## config.mk

```make
export PLATFORM = sky130hd
export DESIGN_NAME = keyboard_scancode_decoder_unit
export DESIGN_NICKNAME = d
export VERILOG_FILES = /design/src/hw/rtl/kscd_pkg.sv /design/src/hw/rtl/kscd_lookup.sv /design/src/hw/rtl/keyboard_scancode_decoder_unit.sv
export SDC_FILE = /design/constraint.sdc
export NUM_CORES = 1
export LEC_CHECK = 0
export ABC_CLOCK_PERIOD_IN_PS = 2200
export BUFFER_PORTS_ARGS = -buffer_cell sky130_fd_sc_hd__buf_2
export CORE_MARGIN = 8
export CORE_UTILIZATION = 40
export CTS_BUF_LIST = sky130_fd_sc_hd__clkbuf_8
export CTS_CLUSTER_DIAMETER = 60
export DETAILED_ROUTE_END_ITERATION = 7
export GPL_TIMING_DRIVEN = 0
export PLACE_DENSITY_LB_ADDON = 0.1
export SLEW_MARGIN = 20
export SYNTH_ARGS = -nofsm -noshare
export SYNTH_HDL_FRONTEND = slang
export SYNTH_HIERARCHICAL = 1
export SYNTH_SLANG_ARGS = --single-unit
```

## constraint.sdc

```tcl
create_clock -name clk -period 2.2 [get_ports clk]
set_input_delay 0.22 -clock clk [delete_from_list [all_inputs] [get_ports clk]]
set_output_delay 0.22 -clock clk [all_outputs]
set_load 0.005 [all_outputs]
```

## src/hw/rtl/kscd_pkg.sv

```systemverilog
// shared types, prefix codes and translation tables of the scan-code decoder
`timescale 1ns / 1ps

package kscd_pkg;

	// prefix state
	typedef logic [1:0] pstate_t;
	localparam pstate_t PS_NORMAL    = 2'd0;
	localparam pstate_t PS_AFTER_E0  = 2'd1;
	localparam pstate_t PS_E1_FIRST  = 2'd2;
	localparam pstate_t PS_E1_SECOND = 2'd3;

	// prefix bytes
	localparam logic [7:0] PREFIX_E0 = 8'hE0;
	localparam logic [7:0] PREFIX_E1 = 8'hE1;

	// table entry: zero means none, bit 7 set means special index in bits 6..0
	typedef logic [7:0] entry_t;

	// translated item handed from the lookup to the result register
	typedef struct packed {
		logic       hit;
		logic [6:0] key_code;
		logic       is_special;
		logic       released;
	} kscd_res_t;

	// special key indices
	localparam logic [6:0] K_LCTRL    = 7'd0;
	localparam logic [6:0] K_RCTRL    = 7'd1;
	localparam logic [6:0] K_LSHIFT   = 7'd2;
	localparam logic [6:0] K_RSHIFT   = 7'd3;
	localparam logic [6:0] K_LALT     = 7'd4;
	localparam logic [6:0] K_RALT     = 7'd5;
	localparam logic [6:0] K_CAPS     = 7'd6;
	localparam logic [6:0] K_NUMLK    = 7'd7;
	localparam logic [6:0] K_SCRLK    = 7'd8;
	localparam logic [6:0] K_F1       = 7'd9;
	localparam logic [6:0] K_F2       = 7'd10;
	localparam logic [6:0] K_F3       = 7'd11;
	localparam logic [6:0] K_F4       = 7'd12;
	localparam logic [6:0] K_F5       = 7'd13;
	localparam logic [6:0] K_F6       = 7'd14;
	localparam logic [6:0] K_F7       = 7'd15;
	localparam logic [6:0] K_F8       = 7'd16;
	localparam logic [6:0] K_F9       = 7'd17;
	localparam logic [6:0] K_F10      = 7'd18;
	localparam logic [6:0] K_F11      = 7'd19;
	localparam logic [6:0] K_F12      = 7'd20;
	localparam logic [6:0] K_KP0      = 7'd21;
	localparam logic [6:0] K_KP1      = 7'd22;
	localparam logic [6:0] K_KP2      = 7'd23;
	localparam logic [6:0] K_KP3      = 7'd24;
	localparam logic [6:0] K_KP4      = 7'd25;
	localparam logic [6:0] K_KP5      = 7'd26;
	localparam logic [6:0] K_KP6      = 7'd27;
	localparam logic [6:0] K_KP7      = 7'd28;
	localparam logic [6:0] K_KP8      = 7'd29;
	localparam logic [6:0] K_KP9      = 7'd30;
	localparam logic [6:0] K_KPMINUS  = 7'd31;
	localparam logic [6:0] K_KPPLUS   = 7'd32;
	localparam logic [6:0] K_KPSTAR   = 7'd33;
	localparam logic [6:0] K_KPSLASH  = 7'd34;
	localparam logic [6:0] K_KPDOT    = 7'd35;
	localparam logic [6:0] K_KPENTER  = 7'd36;
	localparam logic [6:0] K_HOME     = 7'd37;
	localparam logic [6:0] K_END      = 7'd38;
	localparam logic [6:0] K_PGUP     = 7'd39;
	localparam logic [6:0] K_PGDN     = 7'd40;
	localparam logic [6:0] K_INS      = 7'd41;
	localparam logic [6:0] K_DEL      = 7'd42;
	localparam logic [6:0] K_UP       = 7'd43;
	localparam logic [6:0] K_DOWN     = 7'd44;
	localparam logic [6:0] K_LEFT     = 7'd45;
	localparam logic [6:0] K_RIGHT    = 7'd46;
	localparam logic [6:0] K_LGUI     = 7'd47;
	localparam logic [6:0] K_RGUI     = 7'd48;
	localparam logic [6:0] K_MENU     = 7'd49;
	localparam logic [6:0] K_PRNSCR   = 7'd50;
	localparam logic [6:0] K_PAUSE    = 7'd51;
	localparam logic [6:0] K_SYSRQ    = 7'd52;

	// entry builders
	function automatic entry_t sp(input logic [6:0] k);
		return {1'b1, k};
	endfunction

	function automatic entry_t asc(input logic [7:0] c);
		return {1'b0, c[6:0]};
	endfunction

	// base table, indices 0 to 88, anything beyond reads as empty
	function automatic entry_t base_entry(input logic [6:0] idx);
		entry_t e;
		e = '0;
		case (idx)
			7'd1:  e = asc(8'd27);
			7'd2:  e = asc("1");
			7'd3:  e = asc("2");
			7'd4:  e = asc("3");
			7'd5:  e = asc("4");
			7'd6:  e = asc("5");
			7'd7:  e = asc("6");
			7'd8:  e = asc("7");
			7'd9:  e = asc("8");
			7'd10: e = asc("9");
			7'd11: e = asc("0");
			7'd12: e = asc("-");
			7'd13: e = asc("=");
			7'd14: e = asc(8'd8);
			7'd15: e = asc(8'd9);
			7'd16: e = asc("Q");
			7'd17: e = asc("W");
			7'd18: e = asc("E");
			7'd19: e = asc("R");
			7'd20: e = asc("T");
			7'd21: e = asc("Y");
			7'd22: e = asc("U");
			7'd23: e = asc("I");
			7'd24: e = asc("O");
			7'd25: e = asc("P");
			7'd26: e = asc("[");
			7'd27: e = asc("]");
			7'd28: e = asc(8'd10);
			7'd29: e = sp(K_LCTRL);
			7'd30: e = asc("A");
			7'd31: e = asc("S");
			7'd32: e = asc("D");
			7'd33: e = asc("F");
			7'd34: e = asc("G");
			7'd35: e = asc("H");
			7'd36: e = asc("J");
			7'd37: e = asc("K");
			7'd38: e = asc("L");
			7'd39: e = asc(";");
			7'd40: e = asc(8'h27);
			7'd41: e = asc(8'h60);
			7'd42: e = sp(K_LSHIFT);
			7'd43: e = asc(8'h5C);
			7'd44: e = asc("Z");
			7'd45: e = asc("X");
			7'd46: e = asc("C");
			7'd47: e = asc("V");
			7'd48: e = asc("B");
			7'd49: e = asc("N");
			7'd50: e = asc("M");
			7'd51: e = asc(",");
			7'd52: e = asc(".");
			7'd53: e = asc("/");
			7'd54: e = sp(K_RSHIFT);
			7'd55: e = sp(K_KPSTAR);
			7'd56: e = sp(K_LALT);
			7'd57: e = asc(" ");
			7'd58: e = sp(K_CAPS);
			7'd59: e = sp(K_F1);
			7'd60: e = sp(K_F2);
			7'd61: e = sp(K_F3);
			7'd62: e = sp(K_F4);
			7'd63: e = sp(K_F5);
			7'd64: e = sp(K_F6);
			7'd65: e = sp(K_F7);
			7'd66: e = sp(K_F8);
			7'd67: e = sp(K_F9);
			7'd68: e = sp(K_F10);
			7'd69: e = sp(K_NUMLK);
			7'd70: e = sp(K_SCRLK);
			7'd71: e = sp(K_KP7);
			7'd72: e = sp(K_KP8);
			7'd73: e = sp(K_KP9);
			7'd74: e = sp(K_KPMINUS);
			7'd75: e = sp(K_KP4);
			7'd76: e = sp(K_KP5);
			7'd77: e = sp(K_KP6);
			7'd78: e = sp(K_KPPLUS);
			7'd79: e = sp(K_KP1);
			7'd80: e = sp(K_KP2);
			7'd81: e = sp(K_KP3);
			7'd82: e = sp(K_KP0);
			7'd83: e = sp(K_KPDOT);
			7'd84: e = sp(K_SYSRQ);
			7'd86: e = asc(8'h5C);
			7'd87: e = sp(K_F11);
			7'd88: e = sp(K_F12);
			default: e = '0;
		endcase
		return e;
	endfunction

	// extended table for the byte after E0
	function automatic entry_t ext_entry(input logic [6:0] idx);
		entry_t e;
		e = '0;
		case (idx)
			7'h1C: e = sp(K_KPENTER);
			7'h1D: e = sp(K_RCTRL);
			7'h35: e = sp(K_KPSLASH);
			7'h37: e = sp(K_PRNSCR);
			7'h38: e = sp(K_RALT);
			7'h45: e = sp(K_NUMLK);
			7'h47: e = sp(K_HOME);
			7'h48: e = sp(K_UP);
			7'h49: e = sp(K_PGUP);
			7'h4B: e = sp(K_LEFT);
			7'h4D: e = sp(K_RIGHT);
			7'h4F: e = sp(K_END);
			7'h50: e = sp(K_DOWN);
			7'h51: e = sp(K_PGDN);
			7'h52: e = sp(K_INS);
			7'h53: e = sp(K_DEL);
			7'h5B: e = sp(K_LGUI);
			7'h5C: e = sp(K_RGUI);
			7'h5D: e = sp(K_MENU);
			default: e = '0;
		endcase
		return e;
	endfunction

endpackage

```

## src/hw/rtl/kscd_lookup.sv

```systemverilog
// prefix decode and table lookup for one scan-code byte
`timescale 1ns / 1ps

module kscd_lookup (
	input  kscd_pkg::pstate_t   state,
	input  logic [7:0]          scan_byte,
	output kscd_pkg::pstate_t   state_next,
	output kscd_pkg::kscd_res_t res
);
	import kscd_pkg::*;

	logic [6:0] low;
	entry_t     entry;

	assign low = scan_byte[6:0];

	// prefix state machine and table select
	always_comb begin
		state_next = state;
		entry      = '0;
		unique case (state)
			PS_NORMAL: begin
				if (scan_byte == PREFIX_E0) begin
					state_next = PS_AFTER_E0;
				end else if (scan_byte == PREFIX_E1) begin
					state_next = PS_E1_FIRST;
				end else begin
					entry = base_entry(low);
				end
			end
			PS_AFTER_E0: begin
				entry      = ext_entry(low);
				state_next = PS_NORMAL;
			end
			PS_E1_FIRST: begin
				state_next = PS_E1_SECOND;
			end
			PS_E1_SECOND: begin
				entry      = sp(K_PAUSE);
				state_next = PS_NORMAL;
			end
			default: begin
				state_next = PS_NORMAL;
			end
		endcase
	end

	// an empty entry gives no item
	assign res.hit        = (entry != '0);
	assign res.key_code   = entry[6:0];
	assign res.is_special = entry[7];
	assign res.released   = scan_byte[7];

endmodule

```

## src/hw/rtl/keyboard_scancode_decoder_unit.sv

```systemverilog
// Scan-code set 1 decoder: takes one keyboard byte per cycle when ready, gives a translated key item.
// Each accepted scan_byte passes through the E0/E1 prefix state machine and a constant table
// lookup in the same cycle, and the translation lands in the result register; one byte is
// accepted every cycle while scan_ready is high. Prefix bytes, empty table entries and the
// first byte after E1 give no item. The result register sits between the two
// channels, so a new byte is still taken while a finished item waits, as long as key_ready
// frees the register in that same cycle. key_code is ASCII, or a special key index
// (0 left ctrl ... 51 pause, 52 sysrq) when is_special is set; released is bit 7 of the byte.
`timescale 1ns / 1ps

module keyboard_scancode_decoder_unit (
	input  logic       clk,
	input  logic       arst_n,
	input  logic       scan_valid,
	output logic       scan_ready,
	input  logic [7:0] scan_byte,
	output logic       key_valid,
	input  logic       key_ready,
	output logic [6:0] key_code,
	output logic       is_special,
	output logic       released
);
	import kscd_pkg::*;

	pstate_t   state_q;
	pstate_t   state_next;
	kscd_res_t res;
	logic      accept;
	logic      key_valid_q;
	logic [6:0] key_code_q;
	logic      is_special_q;
	logic      released_q;

	// handshake: take a byte whenever the result register is free or being emptied
	assign scan_ready = !key_valid_q || key_ready;
	assign accept     = scan_valid && scan_ready;

	kscd_lookup u_lookup (
		.state      (state_q),
		.scan_byte  (scan_byte),
		.state_next (state_next),
		.res        (res)
	);

	// prefix state and result valid
	always_ff @(posedge clk or negedge arst_n) begin
		if (!arst_n) begin
			state_q     <= PS_NORMAL;
			key_valid_q <= 1'b0;
		end else begin
			if (accept) begin
				state_q     <= state_next;
				key_valid_q <= res.hit;
			end else if (key_ready) begin
				key_valid_q <= 1'b0;
			end
		end
	end

	// result payload
	always_ff @(posedge clk) begin
		if (accept && res.hit) begin
			key_code_q   <= res.key_code;
			is_special_q <= res.is_special;
			released_q   <= res.released;
		end
	end

	assign key_valid  = key_valid_q;
	assign key_code   = key_code_q;
	assign is_special = is_special_q;
	assign released   = released_q;

endmodule
```

# Yosys cells after proc, flatten, opt, wreduce, memory -nomap -nowiden
# Memory sizes are Yosys's and may differ from the RTL's.
# Cells that the tools add are included.
[totals] ff_bits=12 latch_bits=0 ram_bits=0 mem_bits_ro=1024 input_bits=12 word_cells=49 mem_count=1
[op_classes] add_sub_neg=0 mul=0 div=0 order_cmp=0 eq_ne=25 n_shift=0 n_mux=9 bitwise=0 n_reduce_logical=9
[mem_list] name="(name not given)" words=128 word_bits=8 read_ports=1 rd_ports_with_merged_regs=0 write_ports=0 line_no="kscd_pkg.sv:96" source="case (idx)"
[op_table] op="case mux 8 bit (19 select lines)" count=1
[op_table] op="equality test 7 bit, second input constant" count=14
[op_table] op="case mux 8 bit (3 select lines)" count=1
[op_table] op="equality test 7 x 6 -> 1 bit, second input constant" count=3
[op_table] op="equality test 8 bit, second input constant" count=2
[op_table] op="2-to-1 mux 8 bit" count=2
[op_table] op="equality test 7 x 5 -> 1 bit, second input constant" count=2
[op_table] op="nonzero test 8 bit" count=1
[op_table] op="case mux 2 bit (3 select lines)" count=1
[op_table] op="equality test 2 bit, second input constant" count=2
[op_table] op="2-to-1 mux 2 bit" count=2
[op_table] op="!= test 3 x 1 -> 1 bit, second input constant" count=1
[op_table] op="equality test 2 x 1 -> 1 bit, second input constant" count=1
[op_table] op="logical AND 1 bit" count=2
[op_table] op="zero test 2 bit" count=1
[op_table] op="2-to-1 mux 1 bit" count=2
[op_table] op="AND reduction 2 bit" count=1
[op_table] op="nonzero test 2 bit" count=1
[op_table] op="OR reduction 2 bit" count=1
[op_table] op="zero test 1 bit" count=1
[op_table] op="logical OR 1 bit" count=1

# Longest topological paths before layout
# Gate-level depths: netlist (run 1).
[depth] word_depth=6 ltp_mapped=13 mapped_depth_nobuf=11

# Modules after synthesis
# Netlist (run 1), hierarchy kept.
[modules_own_cells] mod="kscd_lookup" instances=1 cells_per_inst=260 area_each_um2=1719.1 seq_area_each_um2=0.0
[modules_own_cells] mod="keyboard_scancode_decoder_unit" instances=1 cells_per_inst=19 area_each_um2=414.1 seq_area_each_um2=345.3

# Least setup slack after synthesis (run 1)
# Ideal clock, no wire load.
[synth_timing] path_type="input to register" from="input scan_byte[0]" to="register is_special_q, in the netlist is_special, enable pin" setup_time_ns=0.375 arrival_time_ns=2.622 slack_ns=-0.797 path_stages=13 cell_sequence="buf_1 inv_1 ha_1 buf_2 inv_2 mux4_2 o2111ai_1 a32oi_1 o21ai_1 nor2_1 nand4b_1 nand2_1 nor2b_1"
[synth_rtl] element="from (decl)" line_no="keyboard_scancode_decoder_unit.sv:16" source="input logic [7:0] scan_byte,"
[synth_rtl] element="to (signal assigned)" line_no="keyboard_scancode_decoder_unit.sv:64" source="is_special_q <= res.is_special;"
[synth_rtl] element="to (decl)" line_no="keyboard_scancode_decoder_unit.sv:31" source="logic is_special_q;"

==> results.md, run 1 <==
- Global routing finished with a remaining overflow of 0.
- In this run, synthesis inferred 9 flip-flops with an integrated enable.
- The post-synthesis cell type count is 66.
- The first-pass detailed-route iteration total is 6.
- The number of remaining DRC errors is 0.
- The number of cell rows is 26.
- The average wire length per cell after detail routing is 21.2 µm.
- The number of antenna diodes in the final layout is 0.
- The filler cell count is 497.
- The max-slew headroom at the worst pin is 55.9%.
- Data on the critical path arrives at its endpoint at 2.27 ns.
- For this design the ratio of total power to cell area is 427 nW/µm².
- The via count is 2,585.
- The area added between synthesis and finish is 29.3%.
- Traced cell by cell, the critical path runs through buf_12 > buf_4 > ha_1 > inv_1 > o21ai_1 > a311oi_1 > a2111oi_2 > a311oi_2 > nor2_1 > nand4b_1 > nand2_2 > nor2b_4.
- The checks that failed: negative setup slack.
- Setup violations remaining at the end of the flow were counted as 9.
- The I/O pin count is 23.
- The total of max-cap violations is 0.
- The standard cell core area is 5140 µm².
- The floorplan step defined a die boundary enclosing 7930 µm².
- The synthesized netlist occupies a cell area of 2130 µm².
- The post-route worst setup slack is -0.138 ns.
- The net count of the finished layout is 344.
- Derived from the worst setup path, the maximum achievable clock frequency is 428 MHz.
- In the final layout, the share of cells above drive strength 1 is 32.0%.
- The CTS root buffer is clkbuf_8.
- The primary flip-flop cell chosen by synthesis mapping is edfxtp_1.
- The largest single stage delay on the critical path is 0.37 ns.
- Dividing the detail-routed via count by the number of cells gives 6.65.
- Setup repair after global routing could not meet its margin everywhere.
- The number of clock buffers inserted by TritonCTS is 3.
- The cell with the biggest individual delay on the critical path is a311oi_1.
- The number of routed nets with antenna violations is 0.
- The chip width is 89.0 µm.
- For this run, asynchronously set or reset flops after synthesis account for 25.0%.
- The H-tree level count is 1.
- The overall routed net length is 8.24 mm.
- The CTS tree is built.
- The clock reaches the later pin of the worst-skew pair after 0.23 ns.
- Across the VDD grid, the largest voltage drop is 0.242 mV.
- CTS saw 12 sinks.
- Across every metal layer, demand over resource in global routing totals 21.1%.
- Entering global routing, the biggest net connects 11 pins.
- The post-layout utilization of the core is 53.7%.
- The starting utilization of the core area is 41.5%.
- The total leakage power is 1.10 nW.
- The number of max-slew violations in the final report was 0.
- The type of the worst setup path is in2reg.
- The violation count after the first detailed-routing iteration is 514.
- The number of warnings reported in the yosys synthesis log is 6.
- In this run, placement finished with an instance count of 371.
- The total count of hold-check failures in the final report was 0.
- The tightest min-delay check is of the in2reg type.
- The congestion estimate from routability-driven global placement came to 1.00.
- The final clock skew is 0.00158 ns.
- The cell family contributing the most delay on the critical path is compound AO/OA/AOI/OAI gates.
- The run finished, with violations left.
- The first global-routing pass estimated 13.0 mm of wire.
- Synthesis produced a netlist with a net count of 303.
- The floorplan step set the die height to 89.0 µm.
- Overall power consumption after layout is estimated at 1.18 mW.
- The number of buffers and inverters on the critical path is 3.
- Summing the sequential cell areas from Yosys gives 16.2% of the chip area.
- The routed design could run at a clock period as short as 2.34 ns.
- The finished layout holds 389 standard cells, fillers aside.
- The gate count after technology mapping is 279.
- The worst path uses 106% of the clock period.
- The clock passes through at most 2 buffers.
- At the pin with the least slew margin, the transition time is 0.662 ns.
- The number of global-route vias before repair was 2,499.
- The per-instance average area after synthesis is 7.65 µm².
- Input and output buffers added on the ports amount to 22.
- After clock tree synthesis, the clock-pin slew on the worst setup and hold paths is 0.05 ns.
- Data on the critical path is required at its endpoint by 2.13 ns.
- The HPWL after detailed placement is 6.03 mm.
- The sort of element at the end of the critical path is a flop.
- The biggest fanout along the worst timing path is 5.
- The number of antenna violations at the first check in global routing was 0.
- STA classifies the critical path startpoint as an input pin.
- The synthesized design contains 12 register bits.
metrics by stage:
stage | area (µm²) | setup WS [ns] | TNS [ns] | hold WS (ns)
floorplan | 2200 | -0.198 | -1.78 | -0.0756
CTS | 2730 | -0.0863 | -0.631 | 0.275
global placement | 2400 | -0.914 | -10.20 | 0.0173
global route | 2760 | -0.227 | -1.93 | 0.286
detailed placement | 2400 | -0.866 | -9.47 | 0.0200
finish | 2760 | -0.138 | -1.11 | 0.275
final timing paths:
check	cells after the start	endpoint	from	slack [ns]
max reg2reg	7	key_code[0]$_DFFE_PP_	state_q[0]$_DFFE_PN0P_	-0.12
min reg2reg	1	state_q[0]$_DFFE_PN0P_	state_q[0]$_DFFE_PN0P_	0.54
min	2	released$_DFFE_PP_	scan_byte[7]	0.28
max	12	key_code[0]$_DFFE_PP_	scan_byte[0]	-0.14
min in group asynchronous	2	state_q[1]$_DFFE_PN0P_	arst_n	0.32
max in group asynchronous	2	key_valid$_DFFE_PN0P_	arst_n	1.77
worst register-to-register path: cells and delay by family (launching register included):
family,cells,cell delay (ns)
buffers and inverters,1,0.29
AOI/OAI and AO/OA,2,0.80
and+or+nand+nor,4,0.53
DFF,1,0.39
sequential cells by signal, indices dropped and copies added, names as in the netlist:
name,count
is_special,1
key_valid,1
key_code,7
state_q,2
released,1
cell families (layout without fill, tap and decap cells):
group / Yosys count / count (layout) / synth area share, %
AOI/OAI and AO/OA: 107 / 107 / 35.7
and+or+nand+nor: 98 / 99 / 24.6
buffers and inverters: 38 / 77 / 9.68
adders and majority gates: 12 / 12 / 7.04
DFF: 12 / 12 / 16.2
muxes: 10 / 10 / 5.98
xor gates and xnor gates: 2 / 2 / 0.821
synth_stat cells, types with 8 or more instances:
library cell / n / area, µm²
a21oi_1: 21 / 105
buf_2: 9 / 45.0
clkbuf_1: 8 / 30.0
edfxtp_1: 9 / 270
ha_1: 12 / 150
nand2_1: 13 / 48.8
nand2b_1: 11 / 68.8
nor2_1: 28 / 105
nor2b_1: 14 / 87.6
o21ai_0: 15 / 75.1
repair_timing:
item | CTS | global route
cloned | 1 | 0
setup buffers | 14 | 0
gates resized for setup | 39 | 9
endpoints found under the setup margin | 11 | 10
hold buffers | 1 | 0
pin swaps | 14 | 2
hold endpoints to repair | 3 | 0
where the power goes:
part	switching (mW)	leakage (nW)	internal [mW]
Sequential	0.0184	0.126	0.289
Clock	0.0690	0.0231	0.122
Combinational	0.383	0.956	0.295
Total	0.470	1.10	0.707
placed cells by master (no fill, tap or decap), types with 4 or more instances in the layout:
cell type  Yosys  final
o21ai_1        4      4
o22ai_1        5      4
mux2i_1        6      6
o21ai_0       15     15
a211o_1        5      4
o31ai_1        4      4
buf_4          6     20
and2_1         4      4
nor2b_1       14     10
nor2_1        28     25
nand2_1       13     12
edfxtp_1       9      9
and3_1         4      4
a31oi_1        5      4
inv_2          4      4
nand3_1        6      6
buf_2          9     25
clkbuf_8       0      4
buf_12         0      4
a21oi_1       21     21
inv_1          6      4
ha_1          12      8
nand2b_1      11     11
buf_6          4      6
a211oi_1       5      4
cell type report:
cell class | count | area, µm² | area share [%]
multi-input combinational | 230 | 1740 | 63.2
sequential | 12 | 345 | 12.5
timing repair buffer | 37 | 274 | 9.94
buffer | 26 | 209 | 7.58
tap | 70 | 87.6 | 3.18
inverter | 10 | 55.1 | 2.00
clock buffer | 3 | 41.3 | 1.50
clock inverter | 1 | 3.75 | 0.136
routing by layer:
metal	vias up	track usage, %	part of all wire, %
met3	57	2.57	12
li1	1139	-	-
met1	1164	27.3	39
met4	0	12.8	6.0
met2	225	32.7	43
met5	-	0	0
Power figures use the tool's default switching activity.
==> run 2: changes to the inputs <==
--- a/config.mk
+++ b/config.mk
@@ -14,6 +14,7 @@
 export DETAILED_ROUTE_END_ITERATION = 7
 export GPL_TIMING_DRIVEN = 0
 export PLACE_DENSITY_LB_ADDON = 0.1
+export RECOVER_POWER = 100
 export SLEW_MARGIN = 20
 export SYNTH_ARGS = -nofsm -noshare
 export SYNTH_HDL_FRONTEND = slang
==> run 2 against run 1 <==
The flow still finishes with violations (negative setup slack). Via count increased by 0.46%. Die area unchanged. Global-route usage unchanged. Combinational power decreased by 2%. Wire length increased by 0.45%. Hold slack improved by 0.022 ns. Largest cell class unchanged. Highest routed layer unchanged.
==> results.md, run 2 (synthesis gave the netlist of run 1 again) <==
- The first-pass detailed-route iteration total is 5.
- From left edge to right edge, the die measures 89.0 µm.
- Of all nets on the critical path, the largest fanout is 5.
- The data arrival at the endpoint of the critical path is 2.26 ns.
- The cell with the biggest individual delay on the critical path is a211o_1.
- Together, buffers and inverters on the worst path number 2.
- The depth of the worst hold-timing path is 2.
- Entering global routing, the biggest net connects 11 pins.
- The end of the worst register-to-register path is key_code[0]$_DFFE_PP_.
- The startpoint identified for the worst register-to-register timing path is state_q[0]$_DFFE_PN0P_.
- The total leakage power is 1.08 nW.
- In this run the power spent charging and discharging nets is 0.469 mW.
- The cell count of the worst reg-to-reg path is 7.
- The average wire length per cell after detail routing is 21.3 µm.
- At the pin with the least slew margin, the transition time is 0.692 ns.
- VDD sags by at most 0.242 mV.
- The region available for standard cell placement spans 5140 µm².
- For this design the ratio of total power to cell area is 426 nW/µm².
- The final layout contains routed wiring with a total length of 8.28 mm.
- The final critical delay including setup and external delays is 2.33 ns.
- The post-layout utilization of the core is 53.2%.
- Combinational logic is responsible for 57.1% of the overall power.
- The final reports fail on negative setup slack.
- Setup repair after global routing could not meet its margin everywhere.
- STA classifies the critical path startpoint as an input pin.
- In this run, CTS created clock tree buffers numbering 3.
- The max-slew headroom at the worst pin is 53.9%.
- Power comes to 1.16 mW.
- The worst hold path terminates at released$_DFFE_PP_.
- The source of the critical timing path is scan_byte[0].
- The worst hold path begins at scan_byte[7].
- Across all setup checks in the final design, the least slack found is -0.129 ns.
- After detailed routing, the number of remaining DRC violations is 0.
- Global routing used 2.57% of the available met3 tracks.
- The net count of the finished layout is 344.
- In this run the number of H-tree levels came out at 1.
- Global routing finished with a remaining overflow of 0.
- The repair_antennas step left the layout with diodes totalling 0.
- The starting utilization of the core area is 41.5%.
- The area added between synthesis and finish is 28.3%.
- Global routing consumed, on the met2 layer, 32.7% of the routing resources.
- The clock passes through at most 2 buffers.
- In this run the tool buffered the top-level ports with 22 buffer cells.
- The sort of element at the end of the critical path is a flop.
- The cell area after layout is 2740 µm².
- The TritonCTS sink count is 12.
- The via count is 2,597.
- The final critical-path share of the clock period is 106%.
- The clock power share is 16.5%.
- At the placement stage, the worst setup path has a slack of -0.866 ns.
- The share of total power in sequential cells is 26.4%.
- In this run switching power makes up 40.2% of total power.
- The die covers 7930 µm².
- The I/O pin count is 23.
- Setup violations remaining at the end of the flow were counted as 10.
- The clock slew seen by the registers of the worst setup and hold paths is 0.05 ns.
- The critical path goes through buf_12 > buf_4 > ha_1 > nor2b_2 > a211o_1 > o311ai_0 > a31o_1 > a32o_1 > nor3_2 > nand4b_1 > nand2_2 > nor2b_4.
- The type of the worst setup path is in2reg.
- In the final layout, the share of cells above drive strength 1 is 29.5%.
- The worst-case register-to-register setup slack is -0.09 ns.
- The total count of hold-check failures in the final report came to 0.
- The timing-limited maximum frequency is 429 MHz.
- The met1 track utilization from global routing is 27.3%.
- The CTS root buffer is clkbuf_8.
- The violation count after the first detailed-routing iteration is 469.
- The later pin in the worst-skew pair is clocked with a latency of 0.23 ns.
- Among cell families on the critical path, the largest total delay comes from compound AO/OA/AOI/OAI gates.
- The number of global-route vias before repair is 2,499.
- The most frequent standard cell in the layout excluding fill and tap cells is nor2_1.
- Detailed placement ended at an HPWL of 6.03 mm.
- The clock arrives with 0.00160 ns of skew.
- The final weighted congestion in routability-driven placement is 1.00.
- The number of antenna violations at the first check in global routing is 0.
- Leaving out fill and tap cells, the most frequent cells in the layout are 25 x nor2_1, 21 x a21oi_1, 20 x buf_2.
- The number of flip-flops under the largest register name is 7.
- The worst hold path belongs to the class in2reg.
- The number of max-slew violations in the final report is 0.
- The cell area after placement is 2400 µm².
- From bottom edge to top edge, the die measures 89.0 µm.
- The flow ran to the end, but the final reports show violations.
- The mean number of vias per cell is 6.68.
- Global routing used 21.1% of the available tracks across all layers.
- The maximum single-stage delay on the critical path is 0.29 ns.
- The worst endpoint required time is 2.13 ns.
- The total of max-cap violations is 0.
- In this run the core area contains 26 standard-cell rows.
- After global routing, the most crowded layer is met2.
- The internal portion of the total power is 0.696 mW.
- The global-route wire length before repair is 13.0 mm.
- The CTS tree is built.
- The number of routed nets with antenna violations is 0.
run 2: worst register-to-register path, delay by kind of cell, from the launching register on:
kind | cells | cell delay [ns]
and+or+nand+nor | 4 | 0.52
AOI/OAI and AO/OA | 2 | 0.80
buffers and inverters | 1 | 0.27
DFF | 1 | 0.39
run 2: repair_timing:
item                                    CTS  global route
endpoints found under the setup margin   11            10
setup buffers                            14             0
endpoints found under the hold margin     3             0
resized for setup                        39             9
hold buffers                              1             0
pin swaps                                14             2
cloned                                    1             0
run 2: how the worst max path moves through the flow:
stage                                        to  slack (ns)  depth (start not counted)
after CTS                 key_code[6]$_DFFE_PP_       -0.09                         13
after global placement    key_code[6]$_DFFE_PP_       -0.91                         13
after detailed placement  key_code[6]$_DFFE_PP_       -0.87                         13
after floorplan            is_special$_DFFE_PP_       -0.20                         13
final                     key_code[0]$_DFFE_PP_       -0.13                         12
after global routing      key_code[3]$_DFFE_PP_       -0.23                         10
run 2: power groups by stage:
stage               Clock (mW)  Combinational [mW]  Sequential [mW]
CTS                      0.198               0.649            0.308
global placement             0               0.573            0.311
global route             0.210               0.705            0.310
floorplan                    0               0.390            0.313
detailed placement           0               0.562            0.312
finish                   0.192               0.666            0.307
run 2: routing by layer:
metal	wire, µm	part of all wire, %
met1	3230	39
met4	563	6.8
met3	996	12
met2	3490	42
met5	0	0
run 2: layout make-up:
cell class | count | area (µm²)
well taps | 70 | 87.6
multi-input cells | 230 | 1730
inverters | 10 | 55.1
fillers | 502 | 2400
repair buffers | 37 | 268
plain buffers | 26 | 209
clock inverters | 1 | 3.75
clock buffers | 3 | 41.3
flip-flops and latches | 12 | 345
run 2: stage by stage:
step | setup TNS [ns] | std cells | hold slack (ns)
5_1_grt | -1.95 | 389 | 0.308
3_5_place_dp | -9.47 | 371 | 0.0200
6_report | -1.09 | 389 | 0.297
2_1_floorplan | -1.78 | 279 | -0.0756
4_1_cts | -0.631 | 389 | 0.275
3_3_place_gp | -10.20 | 371 | 0.0173
==> run 3: changes to the inputs <==
--- a/config.mk
+++ b/config.mk
@@ -14,7 +14,7 @@
 export DETAILED_ROUTE_END_ITERATION = 7
 export GPL_TIMING_DRIVEN = 0
 export PLACE_DENSITY_LB_ADDON = 0.1
-export RECOVER_POWER = 100
+export RECOVER_POWER = 25
 export SLEW_MARGIN = 20
 export SYNTH_ARGS = -nofsm -noshare
 export SYNTH_HDL_FRONTEND = slang
==> run 3 against run 2 <==
The run still ends with negative setup slack left. Die area unchanged. Maximum frequency down 0.14%. Sequential share of layout area down 0.086 points. Cell count unchanged. Critical path depth down 1. Power up 1.0%. Wire length down 0.27%. Global-route usage unchanged. Non-clock buffer count unchanged.
==> results.md, run 3 (synthesis gave the netlist of run 1 again) <==
- The run finished, with violations left.
- The final reports fail on negative setup slack.
- The proportion of layout cells with a drive suffix above 1 is 31.3%.
- The library cells used most frequently in the layout, excluding fill and tap cells, are 25 x nor2_1, 23 x buf_2, 21 x a21oi_1.
- The timing-limited maximum frequency is 429 MHz.
- Measured against its own limit, the worst slew margin works out to 54.2%.
- The number of cells on the worst reg-to-reg path is 7.
- For the pin with the worst max-slew slack, the measured transition is 0.687 ns.
- Summed over all nets, the half-perimeter wirelength after detailed placement is 6.03 mm.
- The repair_antennas step left the layout with diodes totalling 0.
- Per report_power, the combinational group accounts for 57.6% of the total.
- In this run the number of cells on the critical path is 11.
- Setup repair after global routing could not meet its margin everywhere.
- The number of buffers and inverters on the critical path is 2.
- Following the worst setup path forward leads to its endpoint at key_code[0]$_DFFE_PP_.
- STA puts the critical path data required time at 2.13 ns.
- Clock latency on the worst-skew pair, taken at its later pin, is 0.23 ns.
- TritonCTS built the clock tree.
- For this design the ratio of total power to cell area is 427 nW/µm².
- The clock arrives with 0.00199 ns of skew.
- The number of flip-flops under the largest register name is 7.
- The maximum count of clock buffers along a single path is 2.
- Setup violations remaining at the end of the flow were counted as 9.
- The number of global-route vias before repair is 2,499.
- The H-tree level count is 1.
- The post-route total power is 1.18 mW.
- Net switching is 40.0% of the power.
- The clock power share is 16.3%.
- Summed over all failing endpoints, the final setup total negative slack is -1.05 ns.
- The final weighted congestion in routability-driven placement is 1.00.
- The worst setup path is of the in2reg kind.
- The total count of hold-check failures in the final report is 0.
- The family with the most delay on the worst path is compound AO/OA/AOI/OAI gates.
- The number of max-slew violations in the final report is 0.
- The source of the critical timing path is scan_byte[0].
- The area added between synthesis and finish is 29.1%.
- Walking the worst path, the cells encountered are buf_12 > buf_4 > ha_1 > mux4_2 > o2111ai_2 > a32oi_1 > o21ai_1 > nor2_1 > nand4b_1 > nand2_2 > nor2b_4.
- Pin placement for this block handled 23 I/O pins.
- The number of nets in the layout is 344.
- The final layout contains routed wiring with a total length of 8.26 mm.
- The switching power is 0.470 mW.
- The global routing usage summed across all routing layers is 21.1%.
- At the worst endpoint, the arrival time is 2.26 ns.
- The number of routed nets with antenna violations is 0.
- The number of cell rows is 26.
- After detailed routing, the number of vias per cell comes to 6.65.
- With fillers left out, the area of the finished cells amounts to 2760 µm².
- Of the available clock period, the critical path in the final layout requires 106%.
- The number of antenna violations at the first check in global routing is 0.
- The most frequent standard cell in the layout excluding fill and tap cells is nor2_1.
- The violation count after the first detailed-routing iteration is 412.
- The maximum single-stage delay on the critical path is 0.51 ns.
- The analysis attributes to cell leakage a power of 1.10 nW.
- Across all layers, the routed design uses 2,587 vias.
- The peak supply drop is 0.242 mV.
- The class of the tightest hold or removal check is in2reg.
- For this run, design rule violations remaining after detail routing come to 0.
- TritonCTS created 3 clock buffers.
- The sort of element at the end of the critical path is a flop.
- Counting every sink on the clock net gives 12.
- Measured on the finished design, the core utilization comes to 53.6%.
- The largest net degree at the start of global routing is 11.
- The slowest stage of the critical path is the mux4_2 cell.
- The CTS root buffer is clkbuf_8.
- The final critical delay including setup and external delays is 2.33 ns.
- Per report_power, the sequential group accounts for 26.1% of the total.
- The chip width is 89.0 µm.
- The clock slew seen by the registers of the worst setup and hold paths is 0.05 ns.
- Counting tap cells, the placed design contains a total of 371 instances.
- The die covers 7930 µm².
- The number of port buffers is 22.
- The worst setup path is launched from an input pin.
- The global-route wire length before repair is 13.0 mm.
- After detailed placement, the total cell area comes to 2400 µm².
- Once layout is complete, the cells apart from fillers number 389.
- The origin of the critical flop-to-flop path is state_q[0]$_DFFE_PN0P_.
- The post-route worst setup slack is -0.133 ns.
- The end of the worst register-to-register path is key_code[0]$_DFFE_PP_.
- The height of the chip is 89.0 µm.
- The first detailed-routing pass took 6 iterations.
- Max-cap violations in this run came to 0.
- Of all nets on the critical path, the largest fanout is 5.
- The worst-case register-to-register setup slack is -0.10 ns.
- The starting utilization of the core area is 41.5%.
- The average wire length per cell after detail routing is 21.2 µm.
- The standard cell core area is 5140 µm².
- Global routing finished with a remaining overflow of 0.
- The internal cell power is 0.706 mW.
run 3: cell types whose count changed in the layout (fill, tap and decap cells not counted):
cell and change:
nand2b_4 +1, mux2_4 +2, nand2b_1 -1, mux2_1 -2
buf_2 +3, clkbuf_1 -3
run 3: what timing repair did:
action,4_1_cts,5_1_grt
endpoints found under the setup margin,11,10
setup buffers,14,0
pin swaps,14,2
endpoints found under the hold margin,3,0
cloned,1,0
hold buffers,1,0
gates resized for setup,39,9
run 3: cell type report:
cell class	count	area [µm²]
Multi-Input combinational cell	230	1740
Buffer	26	209
Fill cell	499	2380
Tap cell	70	87.6
Clock buffer	3	41.3
Sequential cell	12	345
Timing Repair Buffer	37	272
Clock inverter	1	3.75
Inverter	10	55.1
run 3: worst register-to-register path, cell delays in order, from the launching register on:
cell and delay [ns]:
dfrtp_1 0.39, clkbuf_1 0.28, a211o_4 0.44, a311o_1 0.36
nand2_1 0.09, nand4b_1 0.14, nand2_2 0.11, nor2b_4 0.19
run 3: through the flow:
stage / setup WS [ns] / hold WS [ns]
floorplan: -0.198 / -0.0756
global placement: -0.914 / 0.0173
detailed placement: -0.866 / 0.0200
CTS: -0.0863 / 0.275
global route: -0.227 / 0.308
finish: -0.133 / 0.297
run 3: per-layer routing:
metal	GRT usage, %	share of wire [%]	routed length, µm
met1	27.3	38	3180
met2	32.7	43	3570
met3	2.57	12	1030
met4	12.8	5.9	487
met5	0	0	0
run 3: worst min path at each step:
stage	from	to	slack [ns]	cells past startpoint
floorplan	arst_n	key_valid$_DFFE_PN0P_	-0.08	0
global placement	arst_n	key_valid$_DFFE_PN0P_	0.02	1
detailed placement	arst_n	state_q[1]$_DFFE_PN0P_	0.02	1
CTS	scan_byte[7]	released$_DFFE_PP_	0.27	2
global route	scan_byte[7]	released$_DFFE_PP_	0.31	2
finish	scan_byte[7]	released$_DFFE_PP_	0.30	2
run 3: power by group through the flow:
stage | logic, mW | registers (mW) | clock network [mW]
CTS | 0.649 | 0.308 | 0.198
finish | 0.677 | 0.308 | 0.192
global route | 0.716 | 0.312 | 0.210
floorplan | 0.390 | 0.313 | 0
detailed placement | 0.562 | 0.312 | 0
global placement | 0.573 | 0.311 | 0
